File: src/hw/rtl/refcounted_lru_tag_cache_defines.svh
// ----------------------------------------------------------------------------
// Assertion macros for the tag cache
// Concurrent checks clocked on i_clk and disabled while i_rst_n is low.
// ----------------------------------------------------------------------------
`ifndef REFCOUNTED_LRU_TAG_CACHE_DEFINES_SVH
`define REFCOUNTED_LRU_TAG_CACHE_DEFINES_SVH

// same-cycle implication
`define RLC_ASSERT_IMP(lbl, ante, cons, msg) \
    lbl: assert property (@(posedge i_clk) disable iff (!i_rst_n) (ante) |-> (cons)) \
        else $error(msg);

// next-cycle implication
`define RLC_ASSERT_NXT(lbl, ante, cons, msg) \
    lbl: assert property (@(posedge i_clk) disable iff (!i_rst_n) (ante) |=> (cons)) \
        else $error(msg);

`endif

File: src/hw/rtl/rlc_pkg.sv
// ----------------------------------------------------------------------------
// rlc_pkg
// Shared types and codes of the reference-counted LRU tag cache.
// ----------------------------------------------------------------------------
package rlc_pkg;

    localparam int KEY_W       = 32;
    localparam int STAMP_W     = 32;
    localparam int IDX_OUT_W   = 7;
    localparam int USERS_OUT_W = 8;
    localparam int STATUS_W    = 3;

    typedef logic [STATUS_W-1:0] t_status;

    localparam t_status ST_HIT      = 3'd0;
    localparam t_status ST_REFILL   = 3'd1;
    localparam t_status ST_FULL     = 3'd2;
    localparam t_status ST_RELEASED = 3'd3;
    localparam t_status ST_REL_ERR  = 3'd4;

    localparam logic MODE_ACQUIRE = 1'b0;
    localparam logic MODE_RELEASE = 1'b1;

    typedef enum logic [2:0] {
        S_CLEAR,
        S_IDLE,
        S_SCAN,
        S_REL,
        S_DONE
    } t_state;

    // control from the sequencer to the victim tracker
    typedef struct packed {
        logic clear;
        logic sample;
        logic cand;
    } t_vic_ctrl;

    typedef struct packed {
        t_status                 status;
        logic [IDX_OUT_W-1:0]    entry_index;
        logic [USERS_OUT_W-1:0]  users;
    } t_result;

endpackage

File: src/hw/rtl/rlc_victim.sv
// ----------------------------------------------------------------------------
// rlc_victim
// Tracks the oldest free entry seen so far during a scan.
// ----------------------------------------------------------------------------
module rlc_victim #(
    parameter int IW = 7
) (
    input  logic                         i_clk,
    input  logic                         i_rst_n,
    input  rlc_pkg::t_vic_ctrl           i_ctrl,
    input  logic [IW-1:0]                i_idx,
    input  logic [rlc_pkg::STAMP_W-1:0]  i_stamp,
    output logic                         o_have,
    output logic [IW-1:0]                o_idx,
    output logic [rlc_pkg::STAMP_W-1:0]  o_stamp
);

    logic                        r_have;
    logic [IW-1:0]               r_idx;
    logic [rlc_pkg::STAMP_W-1:0] r_stamp;
    logic                        take_cur;

    // strict compare keeps the lowest index on equal stamps
    always_comb begin
        take_cur = i_ctrl.cand && (!r_have || (i_stamp < r_stamp));
        o_have   = r_have || i_ctrl.cand;
        o_idx    = take_cur ? i_idx   : r_idx;
        o_stamp  = take_cur ? i_stamp : r_stamp;
    end

    always_ff @(posedge i_clk) begin
        if (!i_rst_n) begin
            r_have <= 1'b0;
        end else if (i_ctrl.clear) begin
            r_have <= 1'b0;
        end else if (i_ctrl.sample) begin
            r_have <= o_have;
        end
    end

    always_ff @(posedge i_clk) begin
        if (i_ctrl.sample && take_cur) begin
            r_idx   <= i_idx;
            r_stamp <= i_stamp;
        end
    end

endmodule

File: config.mk
export PLATFORM = sky130hd
export DESIGN_NAME = rlc_victim
export DESIGN_NICKNAME = d
export VERILOG_FILES = /design/src/hw/rtl/refcounted_lru_tag_cache_defines.svh /design/src/hw/rtl/rlc_pkg.sv /design/src/hw/rtl/rlc_victim.sv
export SDC_FILE = /design/constraint.sdc
export NUM_CORES = 1
export LEC_CHECK = 0
export BUFFER_PORTS_ARGS = -buffer_cell sky130_fd_sc_hd__buf_4
export CORE_AREA = 4 4 77 79
export DETAILED_ROUTE_END_ITERATION = 10
export DIE_AREA = 0 0 81 83
export GPL_TIMING_DRIVEN = 0
export PLACE_DENSITY = 0.79
export SETUP_SLACK_MARGIN = 0.15
export SYNTH_ARGS = -nofsm -noshare
export SYNTH_HDL_FRONTEND = slang
export SYNTH_SLANG_ARGS = --single-unit
File: constraint.sdc
create_clock -name i_clk -period 20.2 [get_ports i_clk]
set_clock_uncertainty 0.2 [all_clocks]
set_input_delay 6.06 -clock i_clk [delete_from_list [all_inputs] [get_ports i_clk]]
set_output_delay 6.06 -clock i_clk [all_outputs]
set_load 0.02 [all_outputs]
## Yosys cells after proc, flatten, opt, wreduce, memory -nomap -nowiden

Cells that the tools add are included.

- Register bits after elaboration: 40
- Input bits: 44
- Word-level logic and storage cells: 13

- $lt $le $gt $ge: 1
- Muxes and demuxes: 2
- Bitwise logic cells: 1
- Reductions and logical operators: 6

Operator list:

| operator | number |
|---|---|
| $lt A32 B32 Y1 | 1 |
| $mux W32 | 1 |
| $mux W7 | 1 |
| $logic_and A1 B1 Y1 | 2 |
| $logic_or A1 B1 Y1 | 2 |
| $reduce_or A2 Y1 | 1 |
| $logic_not A1 Y1 | 1 |
| $not A1 Y1 | 1 |

## Depth between registers and ports, before layout

Gate-level depths: netlist of run 1.

- Depth in word-level cells: 4
- Depth in mapped cells: 10
- Depth with buffers taken out: 8

## Worst setup path before layout of run 1

OpenSTA, ideal clock, no wires.

- Path kind: in2out
- From: input port i_stamp[30] in the netlist's numbering
- To: output port o_stamp[21] in the netlist's numbering
- Arrival time: 7.859 ns
- Data required time: 13.940 ns
- Path slack: 6.081 ns
- Cell stages on the path: 9
- Buffers on the path: 2
- Cells stage by stage: ha_1 > a21oi_1 > nand2_1 > a221oi_1 > a21boi_2 > a211oi_2 > buf_6 > buf_6 > mux2_4

- Longest elaborated chain between the ends: 4

RTL lines:

| what | RTL line | source |
|---|---|---|
| start, declared | rlc_victim.sv:12 | `input logic [rlc_pkg::STAMP_W-1:0] i_stamp,` |
| $lt A32 B32 Y1 | rlc_victim.sv:25 | `take_cur = i_ctrl.cand && (!r_have \|\| (i_stamp < r_stamp));` |
| $logic_or A1 B1 Y1 | rlc_victim.sv:25 |  |
| $logic_and A1 B1 Y1 | rlc_victim.sv:25 |  |
| $mux W32 | rlc_victim.sv:28 | `o_stamp = take_cur ? i_stamp : r_stamp;` |
| end, declared | rlc_victim.sv:15 | `output logic [rlc_pkg::STAMP_W-1:0] o_stamp` |

Every way passes these cells.

## Worst setup path after layout of run 1

- From: input port i_stamp[2] in the netlist's numbering
- To: output port o_stamp[26] in the netlist's numbering

Same word-level chain as after synthesis.

==> impl_metrics.json, run 1 <==
{
  "yosysMostFrequentCell": "edfxtp_1",
  "path_clk_slew_ns": 0.08,
  "cp.required_ns": 13.94,
  "netlist_top_cells_count": "39 x edfxtp_1, 33 x inv_1, 31 x ha_1, 29 x mux2_2, 16 x a21oi_1",
  "insertion_delay_ns": 0.29,
  "synth_area_leaders": "edfxtp_1 46%, ha_1 15%, mux2_2 13%, mux2_4 5.9%, inv_1 4.9%",
  "p_int_mw": 0.146,
  "clkSinkCount": 40,
  "wl_mm": 5.10,
  "synth-edff-count": 39,
  "grt_pass1_vias": 1857,
  "postCtsHoldBufs": 0,
  "antenna_found_initial": 0,
  "die_w_um": 81,
  "chipHeight_um": 83,
  "setup_tns_ns": 0,
  "wl_per_cell_um": 13.8,
  "nNetsFinal": 371,
  "drt-pass1-iter-count": 4,
  "cp-end-kind": "output port",
  "grt_start_max_net_pins": 19,
  "period_needed_ns": 14.65,
  "grt_overflow": 0,
  "port_buffers": 83,
  "synth.distinct_cells": 27,
  "critPathMaxFanout": 10,
  "yosysSeqAreaShare_pct": 47.0,
  "drt.antenna.violating_nets": 0,
  "leakage_nw": 1.57,
  "synth_ff_type": "edfxtp_1",
  "critPathLaunchType": "input pin",
  "post-dp-hpwl_mm": 4.13,
  "syn-num-nets": 279,
  "slew_headroom_pct": 60.5,
  "synthCells": 204,
  "ir_drop_mv": 0.0313,
  "slew_violations": 0,
  "comb_power_share_pct": 26.2,
  "setup_viol": 0,
  "yosysTopAreaCell": "edfxtp_1",
  "ys_ff_latch": 40,
  "postCtsSetupBuffers": 0,
  "clockPowerShare_pct": 25.9,
  "wl_met2_mm": 2.48,
  "drc_errors": 0,
  "synth-async-reset-ratio_pct": 0,
  "yosysWarnings": 0,
  "area_growth_pct": 34.2,
  "status": "finished clean",
  "drtIter0Drc": 38,
  "antenna_cells": 0,
  "fmax_ghz": 0.0683,
  "top_layer": "met4",
  "tightest_slew_ns": 0.591,
  "hp-class": "register to register",
  "power.switching_mw": 0.0557,
  "track_usage_pct": 16.3,
  "wl_met1_mm": 2.20,
  "h-tree-depth": 2,
  "final-hold-violation-count": 0,
  "path_class": "input pin to output port",
  "root_buffer": "clkbuf_8",
  "die_area_um2": 6720,
  "num_vias": 1798,
  "numCtsBuffers": 5,
  "drive_gt1_share_pct": 47.8,
  "core_um2": 5340,
  "cts_tree": "yes",
  "switching_share_pct": 27.6,
  "pwr-share-seq_pct": 47.9,
  "via_per_inst": 4.87,
  "rsz0062_at_grt": "false",
  "synth_top_area_share_pct": 46.2,
  "clock_path_buffers": 2,
  "place.gp.congestion": 0.761,
  "cellPowerDensity_nw_per_um2": 59.4,
  "period_share_pct": 72.5,
  "synth_area_um2": 2530,
  "syn-mean-instance-area_um2": 12.4,
  "max-cap-violations": 0,
  "initial_core_util_pct": 47.5,
  "worstPathArrival_ns": 8.39,
  "grt_first_pass_wirelength_mm": 8.49,
  "wl_met3_um": 340,
  "row_count": 27,
  "dpl.cell_count": 361,
  "layout.cells.non_filler": 369,
  "cts_resized": 0,
  "ios": 84
}
==> area by class of cell <==
cell class	instances	area (µm²)
Buffer	4	32.5
Fill cell	457	1940
Sequential cell	40	1190
Timing Repair Buffer	85	678
Clock inverter	2	12.5
Clock buffer	6	72.6
Tap cell	72	90.1
Multi-Input combinational cell	127	1200
Inverter	33	124
==> flip-flops by register name, indices dropped and copies added, names as in the netlist <==
signal and count:
r_stamp 32, r_idx 7, r_have 1
==> logic make-up (layout without fill, tap and decap cells) <==
kind of cell    after synthesis  after routing  synth area share (%)
simple gates                 27             27                  5.38
mux                          39             39                  18.8
flops                        40             40                  47.0
fa+ha+maj                    31             31                  15.3
buf+inv                      37            130                  6.17
compound gates               30             30                  7.35
==> worst paths after layout <==
path,slack [ns],to,cells past startpoint,startpoint
worst max-delay path,5.55,o_stamp[26],11,i_stamp[2]
worst min-delay path,0.41,r_have,2,r_have
worst max register to register,17.45,r_stamp[22],8,r_stamp[2]
worst min register to register,0.41,r_have,2,r_have
==> per-layer routing <==
metal  track usage [%]  vias up
met5                 0        -
met2              27.5       53
li1                  -      919
met1              19.1      818
met4              6.45        0
met3              4.88        8
==> metrics by stage <==
step / setup slack (ns) / area [µm²] / util [%] / hold WS, ns / total power, mW
2_1_floorplan: 6.08 / 2530 / - / 0.299 / 0.128
3_3_place_gp: 5.59 / 3250 / 60.9 / 0.342 / 0.150
3_5_place_dp: 5.53 / 3320 / 62.1 / 0.400 / 0.152
4_1_cts: 5.52 / 3400 / 63.7 / 0.414 / 0.206
5_1_grt: 5.41 / 3400 / 63.7 / 0.454 / 0.215
6_report: 5.55 / 3400 / 63.7 / 0.410 / 0.202
==> worst max-delay path, stage by stage <==
cell and delay (ns):
buf_4 0.12, ha_1 0.30, a211oi_1 0.23, o21ai_1 0.10, a21oi_1 0.26, o41ai_2 0.18
a211oi_2 0.27, buf_6 0.20, buf_6 0.19, mux2_4 0.31, buf_4 0.16
==> power by group through the flow <==
stage	Clock (mW)	Sequential (mW)	Combinational, mW
final	0.0522	0.0968	0.0529
after global routing	0.0597	0.0972	0.0582
after CTS	0.0550	0.0968	0.0537
after detailed placement	0	0.0987	0.0534
after global placement	0	0.0991	0.0508
after floorplan	0	0.0985	0.0299
==> cells in the final DEF (no fill, tap or decap), drive strengths merged <==
master    netlist  final
a211oi          3      3
a21boi          1      1
a21oi          16     16
a221oi          1      1
a22oi           1      1
and3            1      1
buf             4     89
clkbuf          0      6
clkinv          0      1
clkinvlp        0      1
dfxtp           1      1
edfxtp         39     39
ha             31     31
inv            33     33
mux2           39     39
nand2          13     13
nand3           1      1
nand4           3      3
nor2            4      4
nor2b           1      1
nor3            1      1
nor3b           1      1
nor4            1      1
o21ai           7      7
o41ai           1      1
or2             1      1
Note: power is estimated with default switching activity, not from simulation.
==> inputs of run 2 (changes only) <==
--- a/config.mk
+++ b/config.mk
@@ -5,12 +5,13 @@
 export SDC_FILE = /design/constraint.sdc
 export NUM_CORES = 1
 export LEC_CHECK = 0
+export ABC_AREA = 1
 export BUFFER_PORTS_ARGS = -buffer_cell sky130_fd_sc_hd__buf_4
-export CORE_AREA = 4 4 77 79
+export CORE_AREA = 4 4 81 83
 export DETAILED_ROUTE_END_ITERATION = 10
-export DIE_AREA = 0 0 81 83
+export DIE_AREA = 0 0 85 87
 export GPL_TIMING_DRIVEN = 0
-export PLACE_DENSITY = 0.79
+export PLACE_DENSITY = 0.77
 export SETUP_SLACK_MARGIN = 0.15
 export SYNTH_ARGS = -nofsm -noshare
 export SYNTH_HDL_FRONTEND = slang
==> constraint.sdc (replaced) <==
create_clock -name i_clk -period 12.55 [get_ports i_clk]
set_clock_uncertainty 0.2 [all_clocks]
set_input_delay 3.765 -clock i_clk [delete_from_list [all_inputs] [get_ports i_clk]]
set_output_delay 3.765 -clock i_clk [all_outputs]
set_load 0.02 [all_outputs]
==> impl_metrics.json, run 2 <==
{
  "status": "finished clean",
  "syn-mean-instance-area_um2": 8.61,
  "dpl_worst_slack_ns": 3.05,
  "n_fill_cell": 543,
  "grt_overflow": 0,
  "postCtsHoldBufs": 0,
  "slew_headroom_pct": 57.5,
  "comb_power_share_pct": 26.4,
  "hp-class": "register to register",
  "track_usage_pct": 16.6,
  "most-common-layout-cells": "107 x nand2_1, 85 x buf_4, 40 x inv_1, 39 x edfxtp_1",
  "drt-pass1-iter-count": 4,
  "clkSinkCount": 40,
  "p_int_mw": 0.237,
  "critPathMaxFanout": 10,
  "setup_viol": 0,
  "period_needed_ns": 9.47,
  "antenna_cells": 0,
  "setup_tns_ns": 0,
  "clock_path_buffers": 2,
  "netlist_top_cells_count": "107 x nand2_1, 40 x inv_1, 39 x edfxtp_1, 31 x ha_1, 31 x nand3_1",
  "fmax_ghz": 0.106,
  "drive_gt1_share_pct": 28.2,
  "largest_reg_flops": 32,
  "worstPathArrival_ns": 5.51,
  "cts_tree": "yes",
  "path_clk_slew_ns": 0.07,
  "max-cap-violations": 0,
  "synth-edff-count": 39,
  "drtIter0Drc": 79,
  "reg.largest.list": "r_stamp (32), r_idx (7), r_have (1)",
  "yosysTopAreaCell": "edfxtp_1",
  "switching_share_pct": 28.8,
  "cts_resized": 0,
  "die_w_um": 85,
  "synth_area_leaders": "edfxtp_1 44%, nand2_1 15%, ha_1 15%, nand3_1 5.8%, inv_1 5.6%",
  "yosysMostFrequentCell": "nand2_1",
  "cp.required_ns": 8.59,
  "row_count": 28,
  "ir_drop_mv": 0.0500,
  "syn-num-nets": 385,
  "die_area_um2": 7400,
  "max_flop_register": "r_stamp",
  "grt_pass1_vias": 2226,
  "core_um2": 5850,
  "num_vias": 2294,
  "cellPowerDensity_nw_per_um2": 94.9,
  "multi_input_area_um2": 1250,
  "wl_mm": 6.15,
  "synth_area_um2": 2670,
  "final-hold-violation-count": 0,
  "insertion_delay_ns": 0.29,
  "initial_core_util_pct": 45.6,
  "numCtsBuffers": 5,
  "synth.distinct_cells": 23,
  "yosysSeqAreaShare_pct": 44.6,
  "antenna_found_initial": 0,
  "pwr-share-seq_pct": 46.9,
  "post-dp-hpwl_mm": 4.67,
  "drc_errors": 0,
  "grt_first_pass_wirelength_mm": 9.81,
  "ys_ff_latch": 40,
  "tightest_slew_ns": 0.636,
  "critPathLaunchType": "input pin",
  "wl_per_cell_um": 12.9,
  "final_common_cell": "nand2_1",
  "area_growth_pct": 31.3,
  "port_buffers": 82,
  "layout.area.seq_um2": 1190,
  "fin_ws_ns": 3.08,
  "yosysWarnings": 0,
  "slew_violations": 0,
  "synth_top_area_share_pct": 43.9,
  "power.switching_mw": 0.0957,
  "grt_start_max_net_pins": 22,
  "synthCells": 310,
  "postCtsSetupBuffers": 0,
  "path_class": "input pin to output port",
  "cp-end-kind": "output port",
  "ios": 84,
  "chipHeight_um": 87,
  "via_per_inst": 4.82,
  "drt.antenna.violating_nets": 0,
  "place.gp.congestion": 0.774,
  "leakage_nw": 1.84,
  "nNetsFinal": 475,
  "rsz0062_at_grt": "false",
  "synth_ff_type": "edfxtp_1",
  "period_share_pct": 75.5,
  "h-tree-depth": 2,
  "clockPowerShare_pct": 26.8,
  "root_buffer": "clkbuf_8",
  "synth-async-reset-ratio_pct": 0
}
==> run 2: cell types whose count changed in the layout (fill, tap and decap cells not counted), sizes merged, moves of 5 or more <==
cell    before  now
nor2         4    9
inv         33   40
mux2        39    0
clkbuf       6   12
nand2       13  110
nand3        1   41
==> run 2: layer usage <==
metal | part of all wire (%) | track usage, %
met1 | 43 | 20.3
met2 | 50 | 29.1
met3 | 5.6 | 4.26
met4 | 0.78 | 4.75
met5 | 0 | 0
==> run 2: cell type report <==
type,instances,share of cell area (%)
buffer,13,2.53
clock buffer,8,2.57
inverter,40,4.28
multi-input combinational,217,35.6
sequential,40,34.0
tap,75,2.68
timing repair buffer,83,18.4
==> run 2: final timing paths <==
check	start	endpoint	slack, ns	depth (start not counted)
worst min-delay path	r_have	r_have	0.47	2
worst min register to register	r_have	r_have	0.47	2
worst max-delay path	i_stamp[5]	o_stamp[23]	3.08	16
worst max register to register	r_stamp[5]	r_idx[5]	9.59	15
==> run 2: kinds of logic (layout without fill, tap and decap cells) <==
family | count (synthesis) | count (layout) | share of synthesized area (%)
flops | 40 | 40 | 44.6
simple gates | 165 | 165 | 27.9
buf+inv | 53 | 144 | 8.95
fa+ha+maj | 31 | 31 | 14.5
compound gates | 21 | 21 | 4.03
==> run 2: critical path, stage by stage <==
cell and delay (ns):
buf_4 0.12, ha_1 0.30, a21oi_1 0.14, nor2_1 0.05, nor3_1 0.12, nand2_1 0.09, nand2_1 0.06, nand2_1 0.06
nand2_1 0.07, nand2_2 0.06, nand2_4 0.08, buf_6 0.15, buf_12 0.15, nand3_2 0.06, nand2_1 0.09, buf_4 0.14
==> run 2: through the flow <==
step                      cell area (µm²)  util, %  hold slack [ns]  cells  power [mW]
after global routing                 3500     59.9            0.498    476       0.354
final                                3500     59.9            0.465    476       0.333
after detailed placement             3410     58.4            0.431    468       0.247
after CTS                            3500     59.9            0.446    476       0.337
after floorplan                      2670        -            0.328    310       0.207
after global placement               3380     57.8            0.426    467       0.244
==> run 2: power by group through the flow <==
stage	Sequential [mW]	Combinational (mW)	Clock [mW]
2_1_floorplan	0.159	0.0485	0
3_3_place_gp	0.159	0.0850	0
6_report	0.156	0.0876	0.0891
3_5_place_dp	0.159	0.0885	0
5_1_grt	0.156	0.0975	0.0999
4_1_cts	0.156	0.0889	0.0925
